<file path="config.mk">
export PLATFORM = sky130hd
export DESIGN_NAME = utf8_to_cp437_transcoder
export DESIGN_NICKNAME = d
export VERILOG_FILES = /design/src/design/u8cp_pkg.sv /design/src/design/utf8_to_cp437_transcoder.sv
export SDC_FILE = /design/constraint.sdc
export NUM_CORES = 1
export LEC_CHECK = 0
export ABC_AREA = 1
export BUFFER_PORTS_ARGS = -buffer_cell sky130_fd_sc_hd__buf_2
export CORE_MARGIN = 2
export CORE_UTILIZATION = 55
export CTS_CLUSTER_SIZE = 24
export DETAILED_ROUTE_END_ITERATION = 7
export PLACE_DENSITY = 0.86
export SETUP_SLACK_MARGIN = 0.5
export SYNTH_ARGS = -nofsm -noshare
export SYNTH_HDL_FRONTEND = slang
export SYNTH_SLANG_ARGS = --single-unit
</file>
<file path="constraint.sdc">
create_clock -name aclk -period 2.55 [get_ports aclk]
set_input_delay 0.6375 -clock aclk [delete_from_list [all_inputs] [get_ports aclk]]
set_output_delay 0.6375 -clock aclk [all_outputs]
set_load 0.05 [all_outputs]
</file>
<file path="src/design/u8cp_pkg.sv">
// Package for the UTF-8 to code page 437 transcoder.
// Holds the word types, register map constants and the glyph lookup function.
// No dependencies.
package u8cp_pkg;

    localparam int MAX_SEQ_BYTES = 6;
    localparam int APB_ADDR_W    = 3;
    localparam int APB_DATA_W    = 32;
    localparam int CAP_W         = 16;
    localparam int ACCUM_W       = 31;
    localparam int LEAD_W        = 4;

    localparam logic [7:0]       UNDERSCORE   = 8'h5F;
    localparam logic [7:0]       ASCII_LIMIT  = 8'h80;
    localparam logic [CAP_W-1:0] CAP_RESET    = 16'hFFFF;
    localparam logic [CAP_W-1:0] COUNT_MAX    = 16'hFFFF;

    // register index, taken from paddr[2]
    localparam logic REG_DEST_CAPACITY = 1'b0;

    typedef struct packed {
        logic [7:0] in_byte;
        logic       last;
    } in_word_t;

    typedef struct packed {
        logic [7:0] out_byte;
        logic       has_byte;
        logic       done_res;
        logic       unconvertable;
        logic       was_longer;
        logic       utf8_error;
    } out_word_t;

    typedef struct packed {
        logic       found;
        logic [7:0] code;
    } glyph_hit_t;

    // Lowest code page index whose glyph equals the scalar.
    function automatic glyph_hit_t glyph_lookup(input logic [ACCUM_W-1:0] scalar);
        glyph_hit_t hit;
        hit.found = 1'b1;
        hit.code  = UNDERSCORE;
        if (scalar[ACCUM_W-1:16] != '0) begin
            hit.found = 1'b0;
        end else if (scalar[15:7] == '0 && (scalar[6:5] != 2'b00 || scalar[4:0] == 5'd0)) begin
            hit.code = scalar[7:0];
        end else begin
            unique case (scalar[15:0])
                16'h263A: hit.code = 8'h01;  16'h263B: hit.code = 8'h02;
                16'h2665: hit.code = 8'h03;  16'h2666: hit.code = 8'h04;
                16'h2663: hit.code = 8'h05;  16'h2660: hit.code = 8'h06;
                16'h2022: hit.code = 8'h07;  16'h25D8: hit.code = 8'h08;
                16'h25E6: hit.code = 8'h09;  16'h25D9: hit.code = 8'h0A;
                16'h2642: hit.code = 8'h0B;  16'h2640: hit.code = 8'h0C;
                16'h266A: hit.code = 8'h0D;  16'h266B: hit.code = 8'h0E;
                16'h263C: hit.code = 8'h0F;  16'h25B6: hit.code = 8'h10;
                16'h25C0: hit.code = 8'h11;  16'h2195: hit.code = 8'h12;
                16'h203C: hit.code = 8'h13;  16'h00B6: hit.code = 8'h14;
                16'h00A7: hit.code = 8'h15;  16'h25AC: hit.code = 8'h16;
                16'h21A8: hit.code = 8'h17;  16'h2191: hit.code = 8'h18;
                16'h2193: hit.code = 8'h19;  16'h2192: hit.code = 8'h1A;
                16'h2190: hit.code = 8'h1B;  16'h2310: hit.code = 8'h1C;
                16'h2194: hit.code = 8'h1D;  16'h25B2: hit.code = 8'h1E;
                16'h25BC: hit.code = 8'h1F;
                16'h00C7: hit.code = 8'h80;  16'h00FC: hit.code = 8'h81;
                16'h00E9: hit.code = 8'h82;  16'h00E2: hit.code = 8'h83;
                16'h00E4: hit.code = 8'h84;  16'h00E0: hit.code = 8'h85;
                16'h00E5: hit.code = 8'h86;  16'h00E7: hit.code = 8'h87;
                16'h00EA: hit.code = 8'h88;  16'h00EB: hit.code = 8'h89;
                16'h00E8: hit.code = 8'h8A;  16'h00EF: hit.code = 8'h8B;
                16'h00EE: hit.code = 8'h8C;  16'h00EC: hit.code = 8'h8D;
                16'h00C4: hit.code = 8'h8E;  16'h00C5: hit.code = 8'h8F;
                16'h00C9: hit.code = 8'h90;  16'h00E6: hit.code = 8'h91;
                16'h00C6: hit.code = 8'h92;  16'h00F4: hit.code = 8'h93;
                16'h00F6: hit.code = 8'h94;  16'h00F2: hit.code = 8'h95;
                16'h00FB: hit.code = 8'h96;  16'h00F9: hit.code = 8'h97;
                16'h00FF: hit.code = 8'h98;  16'h00D6: hit.code = 8'h99;
                16'h00DC: hit.code = 8'h9A;  16'h00A2: hit.code = 8'h9B;
                16'h00A3: hit.code = 8'h9C;  16'h00A5: hit.code = 8'h9D;
                16'h20A7: hit.code = 8'h9E;  16'h0192: hit.code = 8'h9F;
                16'h00E1: hit.code = 8'hA0;  16'h00ED: hit.code = 8'hA1;
                16'h00F3: hit.code = 8'hA2;  16'h00FA: hit.code = 8'hA3;
                16'h00F1: hit.code = 8'hA4;  16'h00D1: hit.code = 8'hA5;
                16'h00AA: hit.code = 8'hA6;  16'h00BA: hit.code = 8'hA7;
                16'h00BF: hit.code = 8'hA8;  16'h00AC: hit.code = 8'hAA;
                16'h00BD: hit.code = 8'hAB;  16'h00BC: hit.code = 8'hAC;
                16'h00A1: hit.code = 8'hAD;  16'h00AB: hit.code = 8'hAE;
                16'h00BB: hit.code = 8'hAF;
                16'h2591: hit.code = 8'hB0;  16'h2592: hit.code = 8'hB1;
                16'h2593: hit.code = 8'hB2;  16'h2502: hit.code = 8'hB3;
                16'h2524: hit.code = 8'hB4;  16'h2561: hit.code = 8'hB5;
                16'h2562: hit.code = 8'hB6;  16'h2556: hit.code = 8'hB7;
                16'h2555: hit.code = 8'hB8;  16'h2563: hit.code = 8'hB9;
                16'h2551: hit.code = 8'hBA;  16'h2557: hit.code = 8'hBB;
                16'h255D: hit.code = 8'hBC;  16'h255C: hit.code = 8'hBD;
                16'h255B: hit.code = 8'hBE;  16'h2510: hit.code = 8'hBF;
                16'h2514: hit.code = 8'hC0;  16'h2534: hit.code = 8'hC1;
                16'h252C: hit.code = 8'hC2;  16'h251C: hit.code = 8'hC3;
                16'h2500: hit.code = 8'hC4;  16'h253C: hit.code = 8'hC5;
                16'h255E: hit.code = 8'hC6;  16'h255F: hit.code = 8'hC7;
                16'h255A: hit.code = 8'hC8;  16'h2554: hit.code = 8'hC9;
                16'h2569: hit.code = 8'hCA;  16'h2566: hit.code = 8'hCB;
                16'h2560: hit.code = 8'hCC;  16'h2550: hit.code = 8'hCD;
                16'h256C: hit.code = 8'hCE;  16'h2567: hit.code = 8'hCF;
                16'h2568: hit.code = 8'hD0;  16'h2564: hit.code = 8'hD1;
                16'h2565: hit.code = 8'hD2;  16'h2559: hit.code = 8'hD3;
                16'h2558: hit.code = 8'hD4;  16'h2552: hit.code = 8'hD5;
                16'h2553: hit.code = 8'hD6;  16'h256B: hit.code = 8'hD7;
                16'h256A: hit.code = 8'hD8;  16'h2518: hit.code = 8'hD9;
                16'h250C: hit.code = 8'hDA;  16'h2588: hit.code = 8'hDB;
                16'h2584: hit.code = 8'hDC;  16'h258C: hit.code = 8'hDD;
                16'h2590: hit.code = 8'hDE;  16'h2580: hit.code = 8'hDF;
                16'h03B1: hit.code = 8'hE0;  16'h03B2: hit.code = 8'hE1;
                16'h0393: hit.code = 8'hE2;  16'h03C0: hit.code = 8'hE3;
                16'h03A3: hit.code = 8'hE4;  16'h03C3: hit.code = 8'hE5;
                16'h03BC: hit.code = 8'hE6;  16'h03C4: hit.code = 8'hE7;
                16'h03A6: hit.code = 8'hE8;  16'h0398: hit.code = 8'hE9;
                16'h03A9: hit.code = 8'hEA;  16'h03B4: hit.code = 8'hEB;
                16'h221E: hit.code = 8'hEC;  16'h2205: hit.code = 8'hED;
                16'h2208: hit.code = 8'hEE;  16'h2229: hit.code = 8'hEF;
                16'h2261: hit.code = 8'hF0;  16'h00B1: hit.code = 8'hF1;
                16'h2265: hit.code = 8'hF2;  16'h2264: hit.code = 8'hF3;
                16'h2320: hit.code = 8'hF4;  16'h2321: hit.code = 8'hF5;
                16'h00F7: hit.code = 8'hF6;  16'h2248: hit.code = 8'hF7;
                16'h00B0: hit.code = 8'hF8;  16'h2219: hit.code = 8'hF9;
                16'h00B7: hit.code = 8'hFA;  16'h221A: hit.code = 8'hFB;
                16'h207F: hit.code = 8'hFC;  16'h00B2: hit.code = 8'hFD;
                16'h25A0: hit.code = 8'hFE;  16'h00A0: hit.code = 8'hFF;
                default: begin
                    hit.found = 1'b0;
                    hit.code  = UNDERSCORE;
                end
            endcase
        end
        return hit;
    endfunction

endpackage

</file>
<file path="src/design/utf8_to_cp437_transcoder.sv">
// UTF-8 to code page 437 transcoder, top level.
// Depends on u8cp_pkg for word types, register constants and glyph lookup.
//
// Usage:
//   s_valid/s_ready/s_data carry one source byte per word with a last flag.
//   m_valid/m_ready/m_data carry at most one result word per source byte:
//   a converted character, an end-of-string status, or both together.
//   The APB port holds dest_capacity at address 0 (reset 65535); write it
//   only while no string is in flight.
// Timing:
//   A source word goes into an input register, is decoded and looked up
//   combinationally, and lands in the output register, which drives
//   m_valid and m_data. One word is taken every cycle while the output is
//   not stalled; the glyph lookup between the two registers sets the cycle time.
// Reset and stall:
//   aresetn (synchronous, active low) empties both registers, clears the
//   decode state and restores dest_capacity. When m_ready is low with a
//   result waiting, one more word is still taken into the input register;
//   s_ready then drops until the output register frees.
module utf8_to_cp437_transcoder (
    input  logic                            aclk,
    input  logic                            aresetn,
    input  logic                            s_valid,
    output logic                            s_ready,
    input  u8cp_pkg::in_word_t              s_data,
    output logic                            m_valid,
    input  logic                            m_ready,
    output u8cp_pkg::out_word_t             m_data,
    input  logic                            psel,
    input  logic                            penable,
    input  logic                            pwrite,
    input  logic [u8cp_pkg::APB_ADDR_W-1:0] paddr,
    input  logic [u8cp_pkg::APB_DATA_W-1:0] pwdata,
    output logic [u8cp_pkg::APB_DATA_W-1:0] prdata,
    output logic                            pready
);
    import u8cp_pkg::*;

    logic [CAP_W-1:0]   cap_reg, cap_next;
    logic               in_valid_reg, in_valid_next;
    in_word_t           in_data_reg;
    logic               out_valid_reg, out_valid_next;
    out_word_t          out_data_reg, out_data_next;
    logic [ACCUM_W-1:0] accum_reg, accum_next;
    logic [2:0]         pending_reg, pending_next;
    logic [CAP_W-1:0]   count_reg, count_next;
    logic               unconv_reg, unconv_next;
    logic               ignore_reg, ignore_next;

    logic               fire, take, res_valid;
    out_word_t          res;
    logic [7:0]         b;
    logic               lst;
    logic               err, complete, unconv_new;
    logic [ACCUM_W-1:0] scalar, accum_shift;
    logic [LEAD_W-1:0]  lead_len;
    logic [2:0]         pending_dec;
    glyph_hit_t         hit;

    assign pready  = 1'b1;
    assign prdata  = (paddr[2] == REG_DEST_CAPACITY) ?
                     APB_DATA_W'(cap_reg) : '0;
    assign cap_next = (psel && penable && pwrite && paddr[2] == REG_DEST_CAPACITY) ?
                      pwdata[CAP_W-1:0] : cap_reg;

    assign fire    = in_valid_reg && (!out_valid_reg || m_ready);
    assign s_ready = !in_valid_reg || fire;
    assign take    = s_valid && s_ready;
    assign m_valid = out_valid_reg;
    assign m_data  = out_data_reg;

    assign b   = in_data_reg.in_byte;
    assign lst = in_data_reg.last;

    always_comb begin
        in_valid_next = take ? 1'b1 : (fire ? 1'b0 : in_valid_reg);
    end

    // lead byte length
    always_comb begin
        casez (b)
            8'b110?????: lead_len = LEAD_W'(2);
            8'b1110????: lead_len = LEAD_W'(3);
            8'b11110???: lead_len = LEAD_W'(4);
            8'b111110??: lead_len = LEAD_W'(5);
            8'b1111110?: lead_len = LEAD_W'(6);
            default:     lead_len = '0;
        endcase
    end

    assign accum_shift = {accum_reg[ACCUM_W-7:0], b[5:0]};
    assign pending_dec = pending_reg - 3'd1;
    assign hit         = glyph_lookup(scalar);
    assign unconv_new  = unconv_reg || !hit.found;

    always_comb begin
        accum_next   = accum_reg;
        pending_next = pending_reg;
        count_next   = count_reg;
        unconv_next  = unconv_reg;
        ignore_next  = ignore_reg;
        res_valid    = 1'b0;
        res          = '0;
        err          = 1'b0;
        complete     = 1'b0;
        scalar       = '0;

        if (pending_reg == 3'd0) begin
            if (b < ASCII_LIMIT) begin
                scalar   = ACCUM_W'(b);
                complete = 1'b1;
            end else if (lead_len == '0 || lead_len > LEAD_W'(MAX_SEQ_BYTES)) begin
                err = 1'b1;
            end
        end else begin
            if (b[7:6] != 2'b10) begin
                err = 1'b1;
            end else if (pending_dec == 3'd0) begin
                scalar   = accum_shift;
                complete = 1'b1;
            end
        end

        if (fire) begin
            if (ignore_reg) begin
                if (b == 8'd0 || lst) begin
                    accum_next   = '0;
                    pending_next = '0;
                    count_next   = '0;
                    unconv_next  = 1'b0;
                    ignore_next  = 1'b0;
                end
            end else if (b == 8'd0) begin
                res_valid         = 1'b1;
                res.done_res      = 1'b1;
                res.utf8_error    = (pending_reg != 3'd0);
                res.unconvertable = (pending_reg == 3'd0) && unconv_reg;
                accum_next        = '0;
                pending_next      = '0;
                count_next        = '0;
                unconv_next       = 1'b0;
            end else if (pending_reg == 3'd0 && count_reg >= cap_reg) begin
                res_valid         = 1'b1;
                res.done_res      = 1'b1;
                res.was_longer    = 1'b1;
                res.unconvertable = unconv_reg;
                accum_next        = '0;
                pending_next      = '0;
                count_next        = '0;
                unconv_next       = 1'b0;
                ignore_next       = !lst;
            end else if (err) begin
                res_valid      = 1'b1;
                res.done_res   = 1'b1;
                res.utf8_error = 1'b1;
                accum_next     = '0;
                pending_next   = '0;
                count_next     = '0;
                unconv_next    = 1'b0;
                ignore_next    = !lst;
            end else if (complete) begin
                res_valid         = 1'b1;
                res.out_byte      = hit.code;
                res.has_byte      = 1'b1;
                res.done_res      = lst;
                res.unconvertable = unconv_new;
                accum_next        = '0;
                pending_next      = '0;
                if (lst) begin
                    count_next  = '0;
                    unconv_next = 1'b0;
                end else begin
                    count_next  = (count_reg < COUNT_MAX) ? count_reg + 1'b1 : count_reg;
                    unconv_next = unconv_new;
                end
            end else if (lst) begin
                res_valid      = 1'b1;
                res.done_res   = 1'b1;
                res.utf8_error = 1'b1;
                accum_next     = '0;
                pending_next   = '0;
                count_next     = '0;
                unconv_next    = 1'b0;
            end else if (pending_reg == 3'd0) begin
                accum_next   = ACCUM_W'(b & (8'h7F >> lead_len));
                pending_next = 3'(lead_len - LEAD_W'(1));
            end else begin
                accum_next   = accum_shift;
                pending_next = pending_dec;
            end
        end
    end

    always_comb begin
        out_data_next  = out_data_reg;
        out_valid_next = out_valid_reg;
        if (fire) begin
            out_valid_next = res_valid;
            out_data_next  = res;
        end else if (m_ready) begin
            out_valid_next = 1'b0;
        end
    end

    always_ff @(posedge aclk) begin
        if (!aresetn) begin
            cap_reg       <= CAP_RESET;
            in_valid_reg  <= 1'b0;
            out_valid_reg <= 1'b0;
            accum_reg     <= '0;
            pending_reg   <= '0;
            count_reg     <= '0;
            unconv_reg    <= 1'b0;
            ignore_reg    <= 1'b0;
        end else begin
            cap_reg       <= cap_next;
            in_valid_reg  <= in_valid_next;
            out_valid_reg <= out_valid_next;
            accum_reg     <= accum_next;
            pending_reg   <= pending_next;
            count_reg     <= count_next;
            unconv_reg    <= unconv_next;
            ignore_reg    <= ignore_next;
        end
    end

    always_ff @(posedge aclk) begin
        if (take) begin
            in_data_reg <= s_data;
        end
        out_data_reg <= out_data_next;
    end

endmodule

</file>
==> results_dict.tcl, run 1 <==
set metrics [dict create \
    run_status "aborted with a tool error" \
    failed_stage "global routing (5_1_grt)" \
    error "[ERROR GRT-0116] Global routing finished with congestion. Check the congestion regions in the DRC Viewer." \
    place_ws_ps -799 \
    die_w_um 140 \
    initial_utilization 0.564 \
    synthMostInstantiatedCell "sky130_fd_sc_hd__nand2_1" \
    cts.path.max_buffers 2 \
    post-synth-top-area-fraction 0.211 \
    synthesis.instances 1886 \
    mapped_avg_cell_area_um2 5.41 \
    wire_length_of_the_first_global_routing_pass_mm 144 \
    clkSinkCount 86 \
    synth_top_cell_by_area "sky130_fd_sc_hd__nand2_1" \
    io_buffer_count 63 \
    cts_made_buffers 9 \
    h-tree-depth 3 \
    synth-seq-area-share 0.190 \
    post_synth_num_cell_types 44 \
    finalWeightedCongestion 1.22 \
    cts-root-buf "sky130_fd_sc_hd__clkbuf_16" \
    synth_ff_type "sky130_fd_sc_hd__dfxtp_1" \
    postSynth.asyncResetShare 0 \
    gr-total-overflow 632 \
    post_synth_instance_area_um2 10200 \
    first_global_vias 22600 \
    ys_top_cells_by_count "sky130_fd_sc_hd__nand2_1, sky130_fd_sc_hd__nor2_1, sky130_fd_sc_hd__nand3_1, sky130_fd_sc_hd__inv_1, sky130_fd_sc_hd__a21oi_1" \
    yosys_warnings 0 \
    count_of_flip_flops_with_a_built_in_enable_after_synthesis 22 \
    fp.dieH_um 140 \
    grt_start_max_net_pins 44 \
    rows 49 \
    overall_global_routing_usage 0.944 \
    hpwlAfterDp_mm 36.2 \
    synth_top_cells_by_area "sky130_fd_sc_hd__nand2_1, sky130_fd_sc_hd__nand3_1, sky130_fd_sc_hd__nor2_1" \
    postCtsHoldBufs 0 \
    postSynthRegisterBits 86 \
    io-pin-count 99 \
]
## metal layers
| metal | track usage | GRT overflow |
|---|---|---|
| met1 | 0.916 | 53 |
| met3 | 0.869 | 69 |
| met4 | 0.965 | 169 |
| met5 | 0.712 | 13 |
| met2 | 1.05 | 328 |
## cells by family after synthesis
kind of cell	count (synthesis)	share of synthesized area
AND/OR/NAND/NOR	1343	0.568
AO/OA/AOI/OAI	170	0.0935
XOR/XNOR	4	0.00344
adder cells (fa/ha/maj)	24	0.0294
flip-flops	86	0.190
buffers and inverters	257	0.114
other	2	0.000736
## repair_timing
item | CTS
gates resized for setup | 362
gates cloned | 13
setup endpoints to repair | 61
pin swaps | 122
setup buffers | 82
## per-stage QoR
step	TNS, ps	instance area [um^2]	hold WS, ps	std cells
CTS	-7360	16400	443	2549
detailed placement	-13780	13800	461	2438
global placement	-7070	13800	453	2438
floorplan	-132	10900	445	1901
==> inputs of run 2 (changes only) <==
Settings changed: CORE_UTILIZATION 55 to 40, CTS_CLUSTER_SIZE 24 to unset, PLACE_DENSITY 0.86 to unset, PLACE_DENSITY_LB_ADDON set to 0.15, SETUP_SLACK_MARGIN 0.5 to unset.
Clock period 2.55 ns to 3.3 ns, I/O delays scaled along.
==> results_dict.tcl, run 2 <==
set metrics [dict create \
    run_status "complete, no violations" \
    core_area_um2 25100 \
    leakage_uw 0.00677 \
    routed_wire_length_per_instance_um 18.7 \
    critPathSlowestCell "sky130_fd_sc_hd__dfxtp_1" \
    timing_hold_violations_final 0 \
    drt_first_iter_violations 1343 \
    synth-seq-area-share 0.190 \
    synthMostInstantiatedCell "sky130_fd_sc_hd__nand2_1" \
    flow.area_growth_from_synthesis_pct 25.1 \
    timing.final.crit_share 0.961 \
    grt_antenna_before_repair 0 \
    cts_made_buffers 9 \
    postSynth.asyncResetShare 0 \
    mapped_avg_cell_area_um2 5.41 \
    die-area_um2 26800 \
    crit_arrival_ps 3270 \
    critPathMostFrequentCell "sky130_fd_sc_hd__nand2_1" \
    drt-pass1-iter-count 6 \
    die_w_um 164 \
    finalWeightedCongestion 1.03 \
    finClkSkew_ps 11.2 \
    path_delay_family "simple AND/OR/NAND/NOR gates" \
    max_cap_viol_count 0 \
    grt_start_max_net_pins 53 \
    post_synth_instance_area_um2 10200 \
    cp.buffers_inverters 6 \
    final_core_utilization 0.508 \
    synthesis.instances 1886 \
    mostFrequentLayoutCells "sky130_fd_sc_hd__nand2_1, sky130_fd_sc_hd__nor2_1, sky130_fd_sc_hd__nand3_1" \
    worstSkewPairLatency_ps 350 \
    post-synth-top-area-fraction 0.211 \
    first_global_vias 12100 \
    worst_setup_slack_final_ps 130 \
    hold-worst-slack_ps 465 \
    fmax_mhz 315 \
    synth_top_cells_by_area "sky130_fd_sc_hd__nand2_1, sky130_fd_sc_hd__nand3_1, sky130_fd_sc_hd__nor2_1" \
    gr-total-overflow 0 \
    post-route-drc-count 0 \
    clkSlewWorstSetupHoldPaths_ps 60 \
    power.density_cell_area_nw_per_um2 239 \
    drive_above_1_share 0.191 \
    crit_fanout 10 \
    finalNetCount 2132 \
    timing.slew.headroom 0.273 \
    clkSinkCount 86 \
    yosys_warnings 0 \
    synth_ff_type "sky130_fd_sc_hd__dfxtp_1" \
    worst_setup_path_start_kind "register" \
    max_slew.worst_pin.slew_ps 1090 \
    initial_utilization 0.406 \
    maxSlewViolCount 0 \
    io-pin-count 99 \
    numPlacedInstances 2360 \
    postSynthRegisterBits 86 \
    post_synth_num_cell_types 44 \
    postCtsHoldBufs 0 \
    routed_via_density 5.54 \
    crit_type "register to register" \
    wire_length_of_the_first_global_routing_pass_mm 67.5 \
    count_of_flip_flops_with_a_built_in_enable_after_synthesis 22 \
    fp.dieH_um 164 \
    fin_tns_setup_ps 0 \
    num_antenna_cells 0 \
    layout.cells.most_common "sky130_fd_sc_hd__nand2_1" \
    crit_required_ps 3390 \
    hpwlAfterDp_mm 33.6 \
    critical_path.max_stage_delay_ps 330 \
    cts_tree "done" \
    io_buffer_count 63 \
    vias 13300 \
    path_cells "inv_1, ha_1, nand2_4, inv_1, buf_4, nand2_1, nand2_2, nand2_1, buf_4, nor2_2, buf_12, nand3_1, nand2_1, buf_4, nor2_1, nand4_1, nor2_2, nand2_1, nor2_1, nand2_1, nand2_1, a21oi_1" \
    cts.path.max_buffers 2 \
    fin_cells 2392 \
    h-tree-depth 3 \
    cts-root-buf "sky130_fd_sc_hd__clkbuf_16" \
    finalWirelength_mm 44.7 \
    place_ws_ps -312 \
    flip_flop_count_of_the_largest_register_after_layout 25 \
    ys_top_cells_by_count "sky130_fd_sc_hd__nand2_1, sky130_fd_sc_hd__nor2_1, sky130_fd_sc_hd__nand3_1, sky130_fd_sc_hd__inv_1, sky130_fd_sc_hd__a21oi_1" \
    holdCritPathClass "register to register" \
    setup_viol 0 \
    synth_top_cell_by_area "sky130_fd_sc_hd__nand2_1" \
    overall_global_routing_usage 0.327 \
    finalWorstPathRequiredPeriod_ps 3170 \
    peak_ir_drop_on_the_vdd_network_mv 0.305 \
    fill_cells 2756 \
    ant_nets_after_route 0 \
    rows 58 \
    worst_setup_path_end_kind "register" \
]
run 2: repair_timing:
| item | CTS | global route |
|---|---|---|
| endpoints found under the setup margin | 21 | 29 |
| gates resized for setup | 7 | 88 |
| buffers inserted | 4 | 10 |
| pin swaps | 1 | 12 |
| cloned | 0 | 2 |
run 2: cells by family after synthesis:
family / share of synthesized area
xor gates and xnor gates: 0.00344
AOI/OAI and AO/OA: 0.0935
buffers and inverters: 0.114
other: 0.000736
adders and majority gates: 0.0294
and+or+nand+nor: 0.568
DFF: 0.190
run 2: final timing paths:
kind                               start  slack [ps]                    endpoint  cells after the start
max          pending_reg[0]$_SDFFE_PN0P_         130     m_data[6]$_SDFFCE_PP0P_                     22
min           accum_reg[19]$_SDFFE_PN0P_         470  accum_reg[19]$_SDFFE_PN0P_                      2
max reg2reg  pending_reg[0]$_SDFFE_PN0P_         130     m_data[6]$_SDFFCE_PP0P_                     22
min reg2reg   accum_reg[19]$_SDFFE_PN0P_         470  accum_reg[19]$_SDFFE_PN0P_                      2
run 2: final cells by class:
type | instances | area (um^2) | area share
sequential | 86 | 1940 | 0.152
clock inverter | 5 | 32.5 | 0.00255
tap | 330 | 413 | 0.0324
clock buffer | 11 | 243 | 0.0190
inverter | 146 | 558 | 0.0437
timing repair buffer | 254 | 2070 | 0.162
multi-input combinational | 1560 | 7500 | 0.588
run 2: report_power, final:
part	switching (uW)	internal, uW
combinational	615	283
clock	437	532
sequential	43.8	1140
total	1100	1950
run 2: worst min-delay path: stages, from the launching register on:
cell                      delay, ps
sky130_fd_sc_hd__dfxtp_1        310
sky130_fd_sc_hd__nand2_1         60
sky130_fd_sc_hd__a21oi_1         50
run 2: stage by stage:
stage,area (um^2),power (uW)
2_1_floorplan,10300,1720
3_3_place_gp,12000,2030
3_5_place_dp,12000,2040
4_1_cts,12300,3020
5_1_grt,12800,3180
6_report,12800,3050
run 2: routing by layer:
| layer | wire [um] | GRT usage | vias to the layer above | share of wire |
|---|---|---|---|---|
| met4 | 2430 | 0.161 | 0 | 0.054 |
| met1 | 18900 | 0.425 | 6088 | 0.42 |
| met3 | 2960 | 0.0378 | 116 | 0.066 |
| li1 | - | - | 6502 | - |
| met2 | 20300 | 0.537 | 547 | 0.46 |
| met5 | 0 | 0 | - | 0 |
Note: power is estimated with default switching activity, not from simulation.
==> inputs of run 3 (changes only) <==
Settings changed: RECOVER_POWER set to 50.
==> results_dict.tcl, run 3 (synthesis gave the netlist of run 2 again) <==
set metrics [dict create \
    crit_required_ps 3400 \
    io_buffer_count 63 \
    timing_hold_violations_final 0 \
    drive_above_1_share 0.180 \
    setup_viol 0 \
    worst_setup_slack_final_ps 131 \
    cts-root-buf "sky130_fd_sc_hd__clkbuf_16" \
    cts_made_buffers 9 \
    vias 13200 \
    fill_cells 2769 \
    wire_length_of_the_first_global_routing_pass_mm 67.5 \
    routed_wire_length_per_instance_um 18.7 \
    gr-total-overflow 0 \
    finalNetCount 2132 \
    initial_utilization 0.406 \
    critical_path.max_stage_delay_ps 330 \
    worstSkewPairLatency_ps 340 \
    crit_type "register to register" \
    clkSinkCount 86 \
    clkSlewWorstSetupHoldPaths_ps 60 \
    regToRegSetupSlack_ps 130 \
    fp.dieH_um 164 \
    leakage_uw 0.00671 \
    hpwlAfterDp_mm 33.6 \
    finalWorstPathRequiredPeriod_ps 3170 \
    finalWeightedCongestion 1.03 \
    crit_arrival_ps 3270 \
    flow.area_growth_from_synthesis_pct 24.8 \
    num_antenna_cells 0 \
    critPathSlowestCell "sky130_fd_sc_hd__dfxtp_1" \
    holdCritPathClass "register to register" \
    fmax_mhz 316 \
    die_w_um 164 \
    fin_tns_setup_ps 0 \
    grt_antenna_before_repair 0 \
    routed_via_density 5.53 \
    cts_tree "done" \
    worst_setup_path_start_kind "register" \
    path_cells "inv_1, ha_1, nand2_4, nand2_1, nor2_1, nand3_2, nand2_2, buf_4, nor2_1, nand2_1, nor2_1, buf_4, nand2_1, nand2_1, buf_4, nor2_1, nand4_1, nor2_2, nand2_1, nor2_2, nand2_1, nand2_1, a21oi_1" \
    grt_start_max_net_pins 53 \
    cts.path.max_buffers 2 \
    postCtsHoldBufs 0 \
    crit_fanout 6 \
    critPathMostFrequentCell "sky130_fd_sc_hd__nand2_1" \
    drt-pass1-iter-count 6 \
    post-route-drc-count 0 \
    place_ws_ps -312 \
    mostFrequentLayoutCells "sky130_fd_sc_hd__nand2_1, sky130_fd_sc_hd__nor2_1, sky130_fd_sc_hd__nand3_1" \
    worst_setup_path_end_kind "register" \
    ant_nets_after_route 0 \
    core_area_um2 25100 \
    rows 58 \
    drt_first_iter_violations 1385 \
    layout.cells.most_common "sky130_fd_sc_hd__nand2_1" \
    peak_ir_drop_on_the_vdd_network_mv 0.305 \
    finClkSkew_ps 9.87 \
    io-pin-count 99 \
    flip_flop_count_of_the_largest_register_after_layout 25 \
    max_slew.worst_pin.slew_ps 1220 \
    timing.slew.headroom 0.188 \
    maxSlewViolCount 0 \
    hold-worst-slack_ps 465 \
    finalWirelength_mm 44.8 \
    h-tree-depth 3 \
    timing.final.crit_share 0.960 \
    power.density_cell_area_nw_per_um2 239 \
    max_cap_viol_count 0 \
    run_status "complete, no violations" \
    overall_global_routing_usage 0.327 \
    first_global_vias 12100 \
    die-area_um2 26800 \
]
[run 3: cell types whose count changed in the layout (fill, tap and decap cells not counted), sizes merged]
cell / previous run / this run
clkbuf: 11 / 33
buf: 254 / 232
[run 3: layout make-up]
class / instances / area (um^2) / share of cell area
Clock buffer: 11 / 243 / 0.0191
Clock inverter: 5 / 32.5 / 0.00256
Inverter: 146 / 558 / 0.0438
Multi-Input combinational cell: 1560 / 7500 / 0.589
Sequential cell: 86 / 1940 / 0.153
Tap cell: 330 / 413 / 0.0324
Timing Repair Buffer: 254 / 2040 / 0.160
[run 3: worst max-delay path: cells and delay by family (launching register included)]
kind                     cells  cell delay [ps]
adder cells (fa/ha/maj)      1              220
buffers and inverters        4              510
AO/OA/AOI/OAI                1               60
flip-flops                   1              330
AND/OR/NAND/NOR             17             1810
[run 3: metrics by stage]
stage / instances / power (uW) / utilization / cell area, um^2
CTS: 2380 / 3020 / 0.491 / 12300
detailed placement: 2360 / 2040 / 0.478 / 12000
finish: 2392 / 3040 / 0.507 / 12700
floorplan: 1901 / 1720 / - / 10300
global placement: 2360 / 2030 / 0.478 / 12000
global route: 2392 / 3180 / 0.507 / 12700
[run 3: worst paths after layout]
| kind | from | end | cells past startpoint |
|---|---|---|---|
| worst max register to register | pending_reg[0]$_SDFFE_PN0P_ | m_data[7]$_SDFFCE_PP0P_ | 23 |
| worst min-delay path | accum_reg[19]$_SDFFE_PN0P_ | accum_reg[19]$_SDFFE_PN0P_ | 2 |
| worst max-delay path | pending_reg[0]$_SDFFE_PN0P_ | m_data[7]$_SDFFCE_PP0P_ | 23 |
| worst min register to register | accum_reg[19]$_SDFFE_PN0P_ | accum_reg[19]$_SDFFE_PN0P_ | 2 |
[run 3: layer usage]
metal  GRT usage  wire length (um)
met2       0.537             20400
met1       0.425             19100
met3      0.0378              2830
met5           0                 0
met4       0.161              2470
[run 3: what timing repair did]
| item | CTS | global route |
|---|---|---|
| pin swaps | 1 | 12 |
| gates resized for setup | 7 | 88 |
| gates cloned | 0 | 2 |
| setup endpoints to repair | 21 | 29 |
| setup buffers | 4 | 10 |
| hold endpoints to repair | 0 | 0 |
[run 3: power breakdown]
| group | switching [uW] | total, uW | internal, uW |
|---|---|---|---|
| Sequential | 44.0 | 1180 | 1140 |
| Combinational | 615 | 894 | 279 |
| Clock | 438 | 970 | 532 |
